$ cat src/rtl/bftr_pkg.sv
// Package for the bitmap toggle/flip/rotate block.
// Holds sizes, field codes, the command type and bit helpers; depends on nothing.
`timescale 1ns / 1ps
`default_nettype none

package bftr_pkg;

  localparam int MAX_SIDE = 16;
  localparam int SIDE_W   = $clog2(MAX_SIDE + 1);
  localparam int IDX_W    = $clog2(MAX_SIDE);

  localparam int QDEPTH   = 2;
  localparam int QPTR_W   = (QDEPTH > 1) ? $clog2(QDEPTH) : 1;
  localparam int QCNT_W   = $clog2(QDEPTH + 1);

  localparam logic [1:0] MODE_TOGGLE = 2'd0;
  localparam logic [1:0] MODE_MIRROR = 2'd1;
  localparam logic [1:0] MODE_ROTATE = 2'd2;

  localparam logic [1:0] ST_OK    = 2'd0;
  localparam logic [1:0] ST_RANGE = 2'd1;
  localparam logic [1:0] ST_MODE  = 2'd2;

  typedef enum logic [2:0] {
    K_TOGGLE,
    K_MIRROR,
    K_ROTATE,
    K_ERR_RANGE,
    K_ERR_MODE
  } cmd_kind_t;

  typedef struct packed {
    cmd_kind_t        kind;
    logic [IDX_W-1:0] row_idx;
    logic [IDX_W-1:0] col_idx;
  } cmd_t;

  typedef enum logic {
    B_IDLE,
    B_RUN
  } back_state_t;

  function automatic logic [MAX_SIDE-1:0] side_mask(input logic [SIDE_W-1:0] n);
    logic [MAX_SIDE:0] t;
    t = ({{MAX_SIDE{1'b0}}, 1'b1} << n) - {{MAX_SIDE{1'b0}}, 1'b1};
    return t[MAX_SIDE-1:0];
  endfunction

  function automatic logic [MAX_SIDE-1:0] bit_rev(input logic [MAX_SIDE-1:0] v);
    logic [MAX_SIDE-1:0] r;
    for (int k = 0; k < MAX_SIDE; k++) r[k] = v[MAX_SIDE-1-k];
    return r;
  endfunction

endpackage

`default_nettype wire

$ cat src/rtl/bftr_in_if.sv
// Input channel of the bitmap block: valid/ready handshake with one request.
// Uses the field widths of bftr_pkg.
`timescale 1ns / 1ps
`default_nettype none

interface bftr_in_if;
  logic                      valid;
  logic                      ready;
  logic [1:0]                mode;
  logic [bftr_pkg::SIDE_W-1:0] row;
  logic [bftr_pkg::SIDE_W-1:0] col;

  modport source (output valid, output mode, output row, output col, input ready);
  modport sink   (input valid, input mode, input row, input col, output ready);
endinterface

`default_nettype wire

$ cat src/rtl/bftr_out_if.sv
// Result channel of the bitmap block: valid/ready handshake with one row word.
// Uses the field widths of bftr_pkg.
`timescale 1ns / 1ps
`default_nettype none

interface bftr_out_if;
  logic                          valid;
  logic                          ready;
  logic [bftr_pkg::MAX_SIDE-1:0] row_bits;
  logic [bftr_pkg::SIDE_W-1:0]   row_number;
  logic [1:0]                    status;
  logic                          last;

  modport source (output valid, output row_bits, output row_number, output status,
                  output last, input ready);
  modport sink   (input valid, input row_bits, input row_number, input status,
                  input last, output ready);
endinterface

`default_nettype wire

$ cat src/rtl/bftr_front.sv
// Front end: takes requests from the input channel and classifies them into commands.
// Depends on bftr_pkg and bftr_in_if.
`timescale 1ns / 1ps
`default_nettype none

module bftr_front (
  bftr_in_if.sink                     in_ch,
  input  wire logic [bftr_pkg::SIDE_W-1:0] side,
  input  wire logic                   q_full,
  output bftr_pkg::cmd_t              cmd,
  output logic                        push
);

  logic in_range;

  assign in_ch.ready = !q_full;
  assign push        = in_ch.valid && !q_full;

  assign in_range = (in_ch.row != '0) && (in_ch.row <= side) &&
                    (in_ch.col != '0) && (in_ch.col <= side);

  always_comb begin
    cmd.row_idx = bftr_pkg::IDX_W'(in_ch.row - bftr_pkg::SIDE_W'(1));
    cmd.col_idx = bftr_pkg::IDX_W'(in_ch.col - bftr_pkg::SIDE_W'(1));
    case (in_ch.mode)
      bftr_pkg::MODE_TOGGLE: cmd.kind = in_range ? bftr_pkg::K_TOGGLE
                                                 : bftr_pkg::K_ERR_RANGE;
      bftr_pkg::MODE_MIRROR: cmd.kind = bftr_pkg::K_MIRROR;
      bftr_pkg::MODE_ROTATE: cmd.kind = bftr_pkg::K_ROTATE;
      default:               cmd.kind = bftr_pkg::K_ERR_MODE;
    endcase
  end

endmodule

`default_nettype wire

$ cat src/rtl/bftr_queue.sv
// Short command queue between the front end and the back end.
// Depends on bftr_pkg.
`timescale 1ns / 1ps
`default_nettype none

module bftr_queue (
  input  wire logic           clk,
  input  wire logic           rst_n,
  input  wire logic           push,
  input  wire bftr_pkg::cmd_t push_cmd,
  input  wire logic           pop,
  output bftr_pkg::cmd_t      head,
  output logic                q_vld,
  output logic                q_full
);

  bftr_pkg::cmd_t                 ent_r [bftr_pkg::QDEPTH];
  logic [bftr_pkg::QPTR_W-1:0]    wp_r, wp_nxt, rp_r, rp_nxt;
  logic [bftr_pkg::QCNT_W-1:0]    cnt_r, cnt_nxt;
  logic                           do_push, do_pop;

  assign q_full  = (cnt_r == bftr_pkg::QCNT_W'(bftr_pkg::QDEPTH));
  assign q_vld   = (cnt_r != '0);
  assign head    = ent_r[rp_r];
  assign do_push = push && !q_full;
  assign do_pop  = pop && q_vld;

  always_comb begin
    wp_nxt  = wp_r;
    rp_nxt  = rp_r;
    cnt_nxt = cnt_r;
    if (do_push) begin
      wp_nxt = (wp_r == bftr_pkg::QPTR_W'(bftr_pkg::QDEPTH - 1)) ? '0
               : wp_r + bftr_pkg::QPTR_W'(1);
    end
    if (do_pop) begin
      rp_nxt = (rp_r == bftr_pkg::QPTR_W'(bftr_pkg::QDEPTH - 1)) ? '0
               : rp_r + bftr_pkg::QPTR_W'(1);
    end
    if (do_push && !do_pop) begin
      cnt_nxt = cnt_r + bftr_pkg::QCNT_W'(1);
    end else if (do_pop && !do_push) begin
      cnt_nxt = cnt_r - bftr_pkg::QCNT_W'(1);
    end
  end

  always_ff @(posedge clk) begin
    if (!rst_n) begin
      wp_r  <= '0;
      rp_r  <= '0;
      cnt_r <= '0;
    end else begin
      wp_r  <= wp_nxt;
      rp_r  <= rp_nxt;
      cnt_r <= cnt_nxt;
    end
  end

  always_ff @(posedge clk) begin
    if (do_push) begin
      ent_r[wp_r] <= push_cmd;
    end
  end

endmodule

`default_nettype wire

$ cat src/rtl/bftr_back.sv
// Back end: holds the image, carries out commands one row a cycle while the result slot is free, and drives results.
// Depends on bftr_pkg and bftr_out_if.
`timescale 1ns / 1ps
`default_nettype none

module bftr_back (
  input  wire logic                        clk,
  input  wire logic                        rst_n,
  input  wire logic [bftr_pkg::SIDE_W-1:0] side,
  input  wire bftr_pkg::cmd_t              head,
  input  wire logic                        q_vld,
  output logic                             pop,
  bftr_out_if.source                       out_ch
);

  localparam int MS = bftr_pkg::MAX_SIDE;
  localparam int SW = bftr_pkg::SIDE_W;
  localparam int IW = bftr_pkg::IDX_W;

  bftr_pkg::back_state_t state_r, state_nxt;
  bftr_pkg::cmd_t        cmd_r;
  logic [MS-1:0]         img_r [MS];
  logic [MS-1:0]         old_r [MS];
  logic [IW-1:0]         cnt_r, cnt_nxt;

  logic                  out_vld_r, out_vld_nxt;
  logic [MS-1:0]         out_bits_r;
  logic [SW-1:0]         out_num_r;
  logic [1:0]            out_st_r;
  logic                  out_last_r;

  logic                  slot_free, head_err, last_row;
  logic                  snap, ld_err, ld_row;
  logic [MS-1:0]         mask, cur, col_vec, mir_row, rot_row, tgl_row, new_row;
  logic [SW-1:0]         row_num, rsh;

  assign slot_free = !out_vld_r || out_ch.ready;
  assign head_err  = (head.kind == bftr_pkg::K_ERR_RANGE) ||
                     (head.kind == bftr_pkg::K_ERR_MODE);
  assign row_num   = SW'(cnt_r) + SW'(1);
  assign last_row  = (row_num == side);
  assign mask      = bftr_pkg::side_mask(side);
  assign rsh       = SW'(MS) - side;
  assign cur       = img_r[cnt_r];

  always_comb begin
    for (int k = 0; k < MS; k++) col_vec[k] = old_r[k][cnt_r];
  end

  assign mir_row = ((bftr_pkg::bit_rev(cur) >> rsh) & mask) | (cur & ~mask);
  assign rot_row = ((bftr_pkg::bit_rev(col_vec) >> rsh) & mask) | (cur & ~mask);
  assign tgl_row = cur ^ ((cnt_r == cmd_r.row_idx) ?
                          ({{(MS-1){1'b0}}, 1'b1} << cmd_r.col_idx) : '0);

  always_comb begin
    case (cmd_r.kind)
      bftr_pkg::K_MIRROR: new_row = mir_row;
      bftr_pkg::K_ROTATE: new_row = rot_row;
      default:            new_row = tgl_row;
    endcase
  end

  always_comb begin
    state_nxt = state_r;
    case (state_r)
      bftr_pkg::B_IDLE: begin
        if (q_vld && slot_free && !head_err) state_nxt = bftr_pkg::B_RUN;
      end
      bftr_pkg::B_RUN: begin
        if (slot_free && last_row) state_nxt = bftr_pkg::B_IDLE;
      end
      default: state_nxt = bftr_pkg::B_IDLE;
    endcase
  end

  always_comb begin
    pop    = 1'b0;
    snap   = 1'b0;
    ld_err = 1'b0;
    ld_row = 1'b0;
    case (state_r)
      bftr_pkg::B_IDLE: begin
        pop    = q_vld && slot_free;
        snap   = pop && !head_err;
        ld_err = pop && head_err;
      end
      bftr_pkg::B_RUN: begin
        ld_row = slot_free;
      end
      default: ;
    endcase
  end

  always_comb begin
    cnt_nxt = cnt_r;
    if (snap) begin
      cnt_nxt = '0;
    end else if (ld_row) begin
      cnt_nxt = cnt_r + IW'(1);
    end
    out_vld_nxt = (ld_err || ld_row) ? 1'b1 : (out_ch.ready ? 1'b0 : out_vld_r);
  end

  always_ff @(posedge clk) begin
    if (!rst_n) begin
      state_r   <= bftr_pkg::B_IDLE;
      cnt_r     <= '0;
      out_vld_r <= 1'b0;
      for (int k = 0; k < MS; k++) img_r[k] <= '0;
    end else begin
      state_r   <= state_nxt;
      cnt_r     <= cnt_nxt;
      out_vld_r <= out_vld_nxt;
      if (ld_row) img_r[cnt_r] <= new_row;
    end
  end

  always_ff @(posedge clk) begin
    if (snap) begin
      cmd_r <= head;
      for (int k = 0; k < MS; k++) old_r[k] <= img_r[k];
    end
    if (ld_err) begin
      out_bits_r <= '0;
      out_num_r  <= '0;
      out_st_r   <= (head.kind == bftr_pkg::K_ERR_RANGE) ? bftr_pkg::ST_RANGE
                                                         : bftr_pkg::ST_MODE;
      out_last_r <= 1'b1;
    end else if (ld_row) begin
      out_bits_r <= new_row & mask;
      out_num_r  <= row_num;
      out_st_r   <= bftr_pkg::ST_OK;
      out_last_r <= last_row;
    end
  end

  assign out_ch.valid      = out_vld_r;
  assign out_ch.row_bits   = out_bits_r;
  assign out_ch.row_number = out_num_r;
  assign out_ch.status     = out_st_r;
  assign out_ch.last       = out_last_r;

endmodule

`default_nettype wire

$ cat src/rtl/bitmap_toggle_flip_rotate.sv
// Top level of the square bitmap block: toggle a pixel, mirror rows, rotate clockwise.
// Depends on bftr_pkg, bftr_in_if, bftr_out_if, bftr_front, bftr_queue and bftr_back.
//
// Usage:
//   in_ch carries one request (mode, row, col); it is taken when valid and ready are high.
//   out_ch carries result words (row_bits, row_number, status, last) the same way.
//   cfg_we/cfg_wdata write the side length; a value of 0 acts as 1, above 16 as 16.
//   Write the side only while no request is pending or being answered.
// A valid request passes the command queue and the command register before its first
//   result word is registered; an error word is registered straight from the queue head.
// Throughput: a valid operation gives side results, one per cycle while the receiver
//   takes them; an error request gives one result. The row engine rewrites one image
//   row per cycle while the result slot is free.
// A two-entry command queue lets requests be taken while the row engine works.
// Reset clears the image, sets the side to 16 and empties the queue.
// When the receiver stalls, the result word holds and the row engine waits; the
// queue keeps taking requests until it is full, then in_ch.ready drops.
`timescale 1ns / 1ps
`default_nettype none

module bitmap_toggle_flip_rotate (
  input  wire logic                        clk,
  input  wire logic                        rst_n,
  bftr_in_if.sink                          in_ch,
  bftr_out_if.source                       out_ch,
  input  wire logic                        cfg_we,
  input  wire logic [bftr_pkg::SIDE_W-1:0] cfg_wdata
);

  logic [bftr_pkg::SIDE_W-1:0] size_r, size_nxt;
  logic [bftr_pkg::SIDE_W-1:0] side;
  bftr_pkg::cmd_t              push_cmd, head;
  logic                        push, pop, q_vld, q_full;

  assign size_nxt = cfg_we ? cfg_wdata : size_r;

  always_ff @(posedge clk) begin
    if (!rst_n) begin
      size_r <= bftr_pkg::SIDE_W'(bftr_pkg::MAX_SIDE);
    end else begin
      size_r <= size_nxt;
    end
  end

  assign side = (size_r == '0) ? bftr_pkg::SIDE_W'(1) :
                (size_r > bftr_pkg::SIDE_W'(bftr_pkg::MAX_SIDE)) ?
                bftr_pkg::SIDE_W'(bftr_pkg::MAX_SIDE) : size_r;

  bftr_front u_front (
    .in_ch  (in_ch),
    .side   (side),
    .q_full (q_full),
    .cmd    (push_cmd),
    .push   (push)
  );

  bftr_queue u_queue (
    .clk      (clk),
    .rst_n    (rst_n),
    .push     (push),
    .push_cmd (push_cmd),
    .pop      (pop),
    .head     (head),
    .q_vld    (q_vld),
    .q_full   (q_full)
  );

  bftr_back u_back (
    .clk    (clk),
    .rst_n  (rst_n),
    .side   (side),
    .head   (head),
    .q_vld  (q_vld),
    .pop    (pop),
    .out_ch (out_ch)
  );

  a_err_single: assert property (@(posedge clk) disable iff (!rst_n)
    (out_ch.valid && out_ch.status != bftr_pkg::ST_OK) |->
      (out_ch.last && out_ch.row_number == '0 && out_ch.row_bits == '0))
    else $error("error result is not a single cleared word");

  a_row_in_side: assert property (@(posedge clk) disable iff (!rst_n)
    (out_ch.valid && out_ch.status == bftr_pkg::ST_OK) |->
      (out_ch.row_number != '0 && out_ch.row_number <= side &&
       out_ch.last == (out_ch.row_number == side)))
    else $error("row number outside the side or last flag misplaced");

  a_cols_masked: assert property (@(posedge clk) disable iff (!rst_n)
    out_ch.valid |-> ((out_ch.row_bits & ~bftr_pkg::side_mask(side)) == '0))
    else $error("columns beyond the side are not zero");

  a_no_pop_empty: assert property (@(posedge clk) disable iff (!rst_n)
    pop |-> q_vld)
    else $error("command queue popped while empty");

endmodule

`default_nettype wire

$ cat src/flat_wrapper.sv
// flat-port wrapper written by rule: the top's interface ports become plain ports
module bitmap_toggle_flip_rotate_flat 
  (clk, rst_n, cfg_we, cfg_wdata, in_ch_valid, in_ch_mode, in_ch_row, in_ch_col, in_ch_ready, out_ch_valid, out_ch_row_bits, out_ch_row_number, out_ch_status, out_ch_last, out_ch_ready);
  bftr_in_if in_ch_i ();
  bftr_out_if out_ch_i ();
  input  wire logic clk;
  input  wire logic rst_n;
  input  wire logic cfg_we;
  input  wire logic [bftr_pkg::SIDE_W-1:0] cfg_wdata;
  input wire logic [$bits(in_ch_i.valid)-1:0] in_ch_valid;
  input wire logic [$bits(in_ch_i.mode)-1:0] in_ch_mode;
  input wire logic [$bits(in_ch_i.row)-1:0] in_ch_row;
  input wire logic [$bits(in_ch_i.col)-1:0] in_ch_col;
  output wire logic [$bits(in_ch_i.ready)-1:0] in_ch_ready;
  output wire logic [$bits(out_ch_i.valid)-1:0] out_ch_valid;
  output wire logic [$bits(out_ch_i.row_bits)-1:0] out_ch_row_bits;
  output wire logic [$bits(out_ch_i.row_number)-1:0] out_ch_row_number;
  output wire logic [$bits(out_ch_i.status)-1:0] out_ch_status;
  output wire logic [$bits(out_ch_i.last)-1:0] out_ch_last;
  input wire logic [$bits(out_ch_i.ready)-1:0] out_ch_ready;
  assign in_ch_i.valid = in_ch_valid;
  assign in_ch_i.mode = in_ch_mode;
  assign in_ch_i.row = in_ch_row;
  assign in_ch_i.col = in_ch_col;
  assign in_ch_ready = in_ch_i.ready;
  assign out_ch_valid = out_ch_i.valid;
  assign out_ch_row_bits = out_ch_i.row_bits;
  assign out_ch_row_number = out_ch_i.row_number;
  assign out_ch_status = out_ch_i.status;
  assign out_ch_last = out_ch_i.last;
  assign out_ch_i.ready = out_ch_ready;
  bitmap_toggle_flip_rotate u_core (.clk(clk), .rst_n(rst_n), .in_ch(in_ch_i), .out_ch(out_ch_i), .cfg_we(cfg_we), .cfg_wdata(cfg_wdata));
endmodule
$ cat config.mk
export PLATFORM = sky130hd
export DESIGN_NAME = bitmap_toggle_flip_rotate_flat
export DESIGN_NICKNAME = d
export VERILOG_FILES = /design/src/rtl/bftr_pkg.sv /design/src/rtl/bftr_in_if.sv /design/src/rtl/bftr_out_if.sv /design/src/rtl/bftr_front.sv /design/src/rtl/bftr_queue.sv /design/src/rtl/bftr_back.sv /design/src/rtl/bitmap_toggle_flip_rotate.sv /design/src/flat_wrapper.sv
export SDC_FILE = /design/constraint.sdc
export NUM_CORES = 1
export LEC_CHECK = 0
export BUFFER_PORTS_ARGS = -buffer_cell sky130_fd_sc_hd__clkbuf_2
export CORE_MARGIN = 2
export CORE_UTILIZATION = 50
export CTS_CLUSTER_SIZE = 10
export DETAILED_ROUTE_END_ITERATION = 8
export GPL_ROUTABILITY_DRIVEN = 0
export PLACE_DENSITY = 0.71
export SYNTH_ARGS = -nofsm -noshare
export SYNTH_HDL_FRONTEND = slang
export SYNTH_SLANG_ARGS = --single-unit
$ cat constraint.sdc
create_clock -name clk -period 12.05 [get_ports clk]
set_input_delay 0.6025 -clock clk [delete_from_list [all_inputs] [get_ports clk]]
set_output_delay 0.6025 -clock clk [all_outputs]
set_load 0.01 [all_outputs]
Yosys cells after proc, flatten, opt, wreduce, memory -nomap -nowiden
Memories as Yosys holds them, arrays and structs flattened. A register that Yosys moved wholly into a read port is not among the register bits.
Cells that the tools add are included.

word-level totals
  register bits = 50
  memories kept = 3
  word-level logic and storage cells = 153
  bits in writable memories = 534
  output and inout bits = 26

cells by class
  reduce and logical (&&, ||, !) cells = 30
  $add $sub $neg = 10
  bitwise operators = 10
  equal/unequal tests = 9
  muxes and demuxes = 69
  $lt $le $gt $ge = 4
  shift-type cells = 4

memories
  name                  words  bits a word  read ports  clocked after memory_dff  write ports  RTL line          source
  u_core.u_back.img_r   16     16           17          1                         16           bftr_back.sv:22   logic [MS-1:0] img_r [MS];
  u_core.u_back.old_r   16     16           16          0                         16           bftr_back.sv:23   logic [MS-1:0] old_r [MS];
  u_core.u_queue.ent_r  2      11           1           1                         1            bftr_queue.sv:17  bftr_pkg::cmd_t ent_r [bftr_pkg::QDEPTH];

operator list
  kind                     count
  $and A16 B16 Y16         4
  $bmux W1 S4              16
  $mux W1                  37
  $mux W16                 2
  $or A16 B16 Y16          2
  $pmux W16 S2             1
  $shr A16 B5 Y16          2
  $not A16 Y16             1
  $reduce_or A16 Y1        1
  $shl A1 B4 Y16 const A   1
  $shl A1 B5 Y16 const A   1
  $sub A16 B1 Y16 const B  1
  $xor A16 B16 Y16         1
  $logic_and A1 B1 Y1      12
  $mux W2                  6
  $mux W4                  3
  $le A5 B5 Y1             2
  $mux W5                  2
  $reduce_bool A5 Y1       2
  $pmux W3 S3              1
  $reduce_bool A2 Y1       4
  $sub A4 B1 Y4 const B    2
  $eq A3 B2 Y1 const B     2
  $add A4 B1 Y5 const B    1
  20 further kinds         29

Logic depth before layout (Yosys ltp)
  depth after elaboration = 10
  gate-level depth with buffers = 18

Hierarchy
Synthesis repeated with hierarchy kept, for this count alone.

unflattened totals
  cells, all modules = 2013
  area, all modules = 27387.5 um^2

modules (own cells, without submodules)
  module                     times used  cells each  area each (um^2)
  bftr_back                  1           1877        25732.2
  bftr_queue                 1           59          1026.0
  bftr_front                 1           54          407.9
  bitmap_toggle_flip_rotate  1           23          221.5

Least setup slack after synthesis
Ideal clock, no wire load.

  path type = register to register
  from = reg (tool-made name)
  to = reg u_core.u_back.cmd_r[0] in the netlist's numbering (enable)
  cell stages (with the launch flop) = 6
  buffers on the path = 1
  slack = 5022 ps
  arrival = 6410 ps
  path through = dfxtp_1 clkbuf_1 mux2_2 nand3b_1 nand3b_1 inv_1

RTL lines
  what                  RTL line          source
  to (signal assigned)  bftr_back.sv:120  cmd_r <= head;
  to (decl)             bftr_back.sv:21   bftr_pkg::cmd_t cmd_r;

==> flow_summary.yaml <==
clock_network:
  path_clk_slew_ns: 0.06
  numCtsBuffers: 70
  root_buffer_selected_by_cts: "sky130_fd_sc_hd__clkbuf_16"
  tritoncts_clock_tree: "yes"
  cts_num_sinks: 589
  clock_insertion_delay_worst_skew_ns: 0.63
  clockBufferDepth: 3
  cts_resized: 0
  cts_hold_buf: 0
  postCtsSetupBuffers: 0
  cts_max_level: 3
final_layout:
  areaGrowthSynthToFinish_pct: 10.5
  layout.cells.most_common_list: "sky130_fd_sc_hd__edfxtp_1, sky130_fd_sc_hd__nor2_1, sky130_fd_sc_hd__nand2_1"
  antenna_cells_inserted: 0
  drive_gt1_share_pct: 14.9
  final_common_cell: "sky130_fd_sc_hd__edfxtp_1"
  postLayoutCoreUtil_pct: 55.6
  final_cell_count_no_fill: 2717
  layout.filler_cells: 4269
  nets: 2041
status:
  outcome: "completed"
setup_path:
  worst_ep_required_ns: 12.35
  setup.worst_path.start: "u_core.size_r[2]"
  endpoint_kind: "flip-flop"
  timing.setup.critical_path_class: "flip-flop to flip-flop"
  critPathCapture: "u_core.u_back.img_r[15][12]"
  path_max_fanout: 29
  r2r_setup_slack_ns: 6.32
  timing.critical_path.slowest_cell_delay_ns: 1.07
  worst-r2r-cell-count: 12
  crit-reg2reg-capture: "u_core.u_back.img_r[15][12]"
  crit_path_start_kind: "flip-flop"
  critical_path.reg2reg.startpoint: "u_core.size_r[2]"
  crit_slowest_cell: "sky130_fd_sc_hd__a31oi_2"
  critical_path_arrival_ns: 6.02
  critical_path.most_common_cell: "sky130_fd_sc_hd__o21ai_0"
  timing.critical_path.cells: "nor3_1 -> o21ai_2 -> buf_4 -> inv_1 -> ha_1 -> mux2_2 -> o21ai_0 -> nand3b_1 -> o21ai_0 -> o22ai_1 -> a31oi_2 -> nor2_1"
global_routing:
  grt_pass1_vias: 17700
  global_route_wire_length_before_repair_mm: 119
  grt-ovfl-total: 0
  pin_count_of_the_biggest_net_entering_global_routing: 109
  antenna_found_initial: 1
  globalRouteTotalUtil_pct: 29.4
synth:
  netlist.area_leader.share_pct: 60.9
  synth-main-ff-cell: "sky130_fd_sc_hd__edfxtp_1"
  yosysUniqueCellTypes: 84
  yosys-top-cells-area: "sky130_fd_sc_hd__edfxtp_1, sky130_fd_sc_hd__mux4_2, sky130_fd_sc_hd__mux2i_1"
  post_synth_edffs: 547
  combinational_family_with_the_most_area_after_synthesis: "multiplexers"
  ys_seq_area_share_pct: 64.0
  synth_compound_gate_area_share_pct: 6.68
  post_synth_fa_ha_maj_area_fraction_pct: 1.21
  yosys_warning_total: 0
  post_synth_instance_area_sq_um: 27000
  syn-instance-count: 1961
  syn_nets: 2009
  synthDominantAreaCellType: "sky130_fd_sc_hd__edfxtp_1"
  ys_seq_elements: 589
  yosys.area_share.simple_pct: 11.5
  xor_xnor_cell_area_share_of_the_yosys_netlist_pct: 1.23
  ys_async_sr_fraction_pct: 0
  synth_area_per_cell_sq_um: 13.8
  proportion_of_synthesized_area_in_mux_cells_pct: 12.7
die:
  initial_core_util_pct: 50.4
  fp.dieW_um: 236
  standard_cell_core_area_sq_um: 53600
  chipHeight_um: 236
  die-area_sq_um: 55900
  std_cell_rows: 85
  floorplan.io_pins: 48
sta:
  max_slew_margin_pct: 5.02
  clock-skew-final_ns: 0.0356
  post-route-period-util_pct: 47.5
  slew_viol_final: 0
  rsz0062_at_grt: "false"
  max_slew.worst_pin.slew_ns: 1.42
  hold_viol: 0
  achievable-frequency_mhz: 175
  setup_viol_count_final: 0
  fin_setup_tns_ns: 0
  period_minus_slack_ns: 5.73
  fin_ws_ns: 6.32
power:
  ir_worst_vdd_mv: 0.188
  power.static_leakage_nw: 10.1
  powerDensity_nw_per_um2: 235
route:
  firstDrtPassIters: 8
  vias_per_cell: 6.70
  drt-wirelength-per-cell_um: 30.2
  ant_nets: 0
  wirelength_mm: 82.0
  num_vias: 18200
  route.detailed.drc: 0
  first_iter_violations: 3241
worst_hold_path:
  hold_path.class: "input port to flip-flop"
place:
  dpl_hpwl_mm: 54.6
  post_placement_cell_count: 2617
  detailedPlace.worstSlack_ns: 6.66
  portBuffers: 47
run:
  max-cap-violations: 0
[area by class of cell]
class	instances	area, sq um	share of cell area, %
Clock buffer	92	1860	6.22
Clock inverter	8	110	0.369
Inverter	29	116	0.390
Multi-Input combinational cell	1214	9040	30.3
Sequential cell	589	17300	57.9
Tap cell	696	871	2.92
Timing Repair Buffer	89	551	1.85
[flip-flops by register name (all words and copies together) (netlist names), named ones only]
register                         count
u_core.size_r                        5
u_core.u_back.cmd_r                 11
u_core.u_back.cnt_r                  4
u_core.u_back.img_r                256
u_core.u_back.old_r                256
u_core.u_back.out_ch.last            1
u_core.u_back.out_ch.row_bits       16
u_core.u_back.out_ch.row_number      5
u_core.u_back.out_ch.status          2
u_core.u_back.out_ch.valid           1
u_core.u_back.state_r                1
u_core.u_queue.cnt_r                 2
u_core.u_queue.ent_r                22
u_core.u_queue.rp_r                  1
u_core.u_queue.wp_r                  1
[Yosys cell counts, drive strengths merged (5+ instances only)]
master and count:
edfxtp 547, nor2 296, nand2 125, mux2i 124
mux4 77, clkbuf 66, buf 63, nand3 55
a22oi 51, o21ai 49, dfxtp 42, mux2 36
inv 29, a21oi 28, ha 26, nor2b 23
nor4 22, nor3 21, xnor2 21, nor3b 20
nand4 18, xor2 17, and2 16, and3b 16
nand2b 15, and3 13, o211ai 13, a31oi 10
or3 9, a211oi 8, a32oi 8, o31ai 8
nand3b 7, o21a 7, a311oi 5, a32o 5
[metal layers]
layer | vias up | part of all wire [%] | global-route usage [%]
li1 | 7542 | - | -
met1 | 8916 | 36 | 38.8
met2 | 1445 | 44 | 43.9
met3 | 293 | 13 | 9.09
met4 | 0 | 5.9 | 15.8
met5 | - | 0 | 0
[worst max-delay path: cells and delay by family, from the launching register on]
kind            cells  cell delay, ns
compound gates      5            2.43
fa+ha+maj           1            0.53
buf+inv             2            0.86
flops               1            0.72
mux                 1            0.32
simple gates        3            0.54
[worst min path at each step]
stage / from / endpoint / slack, ns / cells past startpoint
after floorplan: u_core.u_back.img_r[6][6] / u_core.u_back.old_r[0][102] / 0.42 / 0
after global placement: u_core.u_back.img_r[11][10] / u_core.u_back.old_r[1][58] / 0.42 / 0
after detailed placement: u_core.u_back.img_r[9][4] / u_core.u_back.old_r[1][20] / 0.43 / 0
after CTS: cfg_wdata[4] / u_core.size_r[4] / 0.21 / 3
after global routing: cfg_wdata[4] / u_core.size_r[4] / 0.25 / 3
final: cfg_wdata[4] / u_core.size_r[4] / 0.23 / 3
[kinds of logic (layout without fill, tap and decap cells)]
| family | after synthesis | after routing |
|---|---|---|
| XOR/XNOR | 38 | 38 |
| flip-flops | 589 | 589 |
| adder cells (fa/ha/maj) | 26 | 26 |
| buffers and inverters | 158 | 218 |
| AO/OA/AOI/OAI | 250 | 250 |
| multiplexers | 237 | 237 |
| AND/OR/NAND/NOR | 663 | 663 |
[per-stage QoR]
| step | total power (W) | hold WS [ns] | instance area (sq um) |
|---|---|---|---|
| 2_1_floorplan | 0.00436 | 0.417 | 27000 |
| 3_3_place_gp | 0.00502 | 0.420 | 27900 |
| 3_5_place_dp | 0.00506 | 0.429 | 27900 |
| 4_1_cts | 0.00692 | 0.211 | 29800 |
| 5_1_grt | 0.00722 | 0.250 | 29800 |
| 6_report | 0.00702 | 0.227 | 29800 |
[power breakdown]
group	internal [W]	switching, W	total, W
combinational	0.000556	0.00153	0.00209
sequential	0.00284	0.000208	0.00305
clock	0.00108	0.000802	0.00188
total	0.00447	0.00254	0.00702
Power figures use the tool's default switching activity.
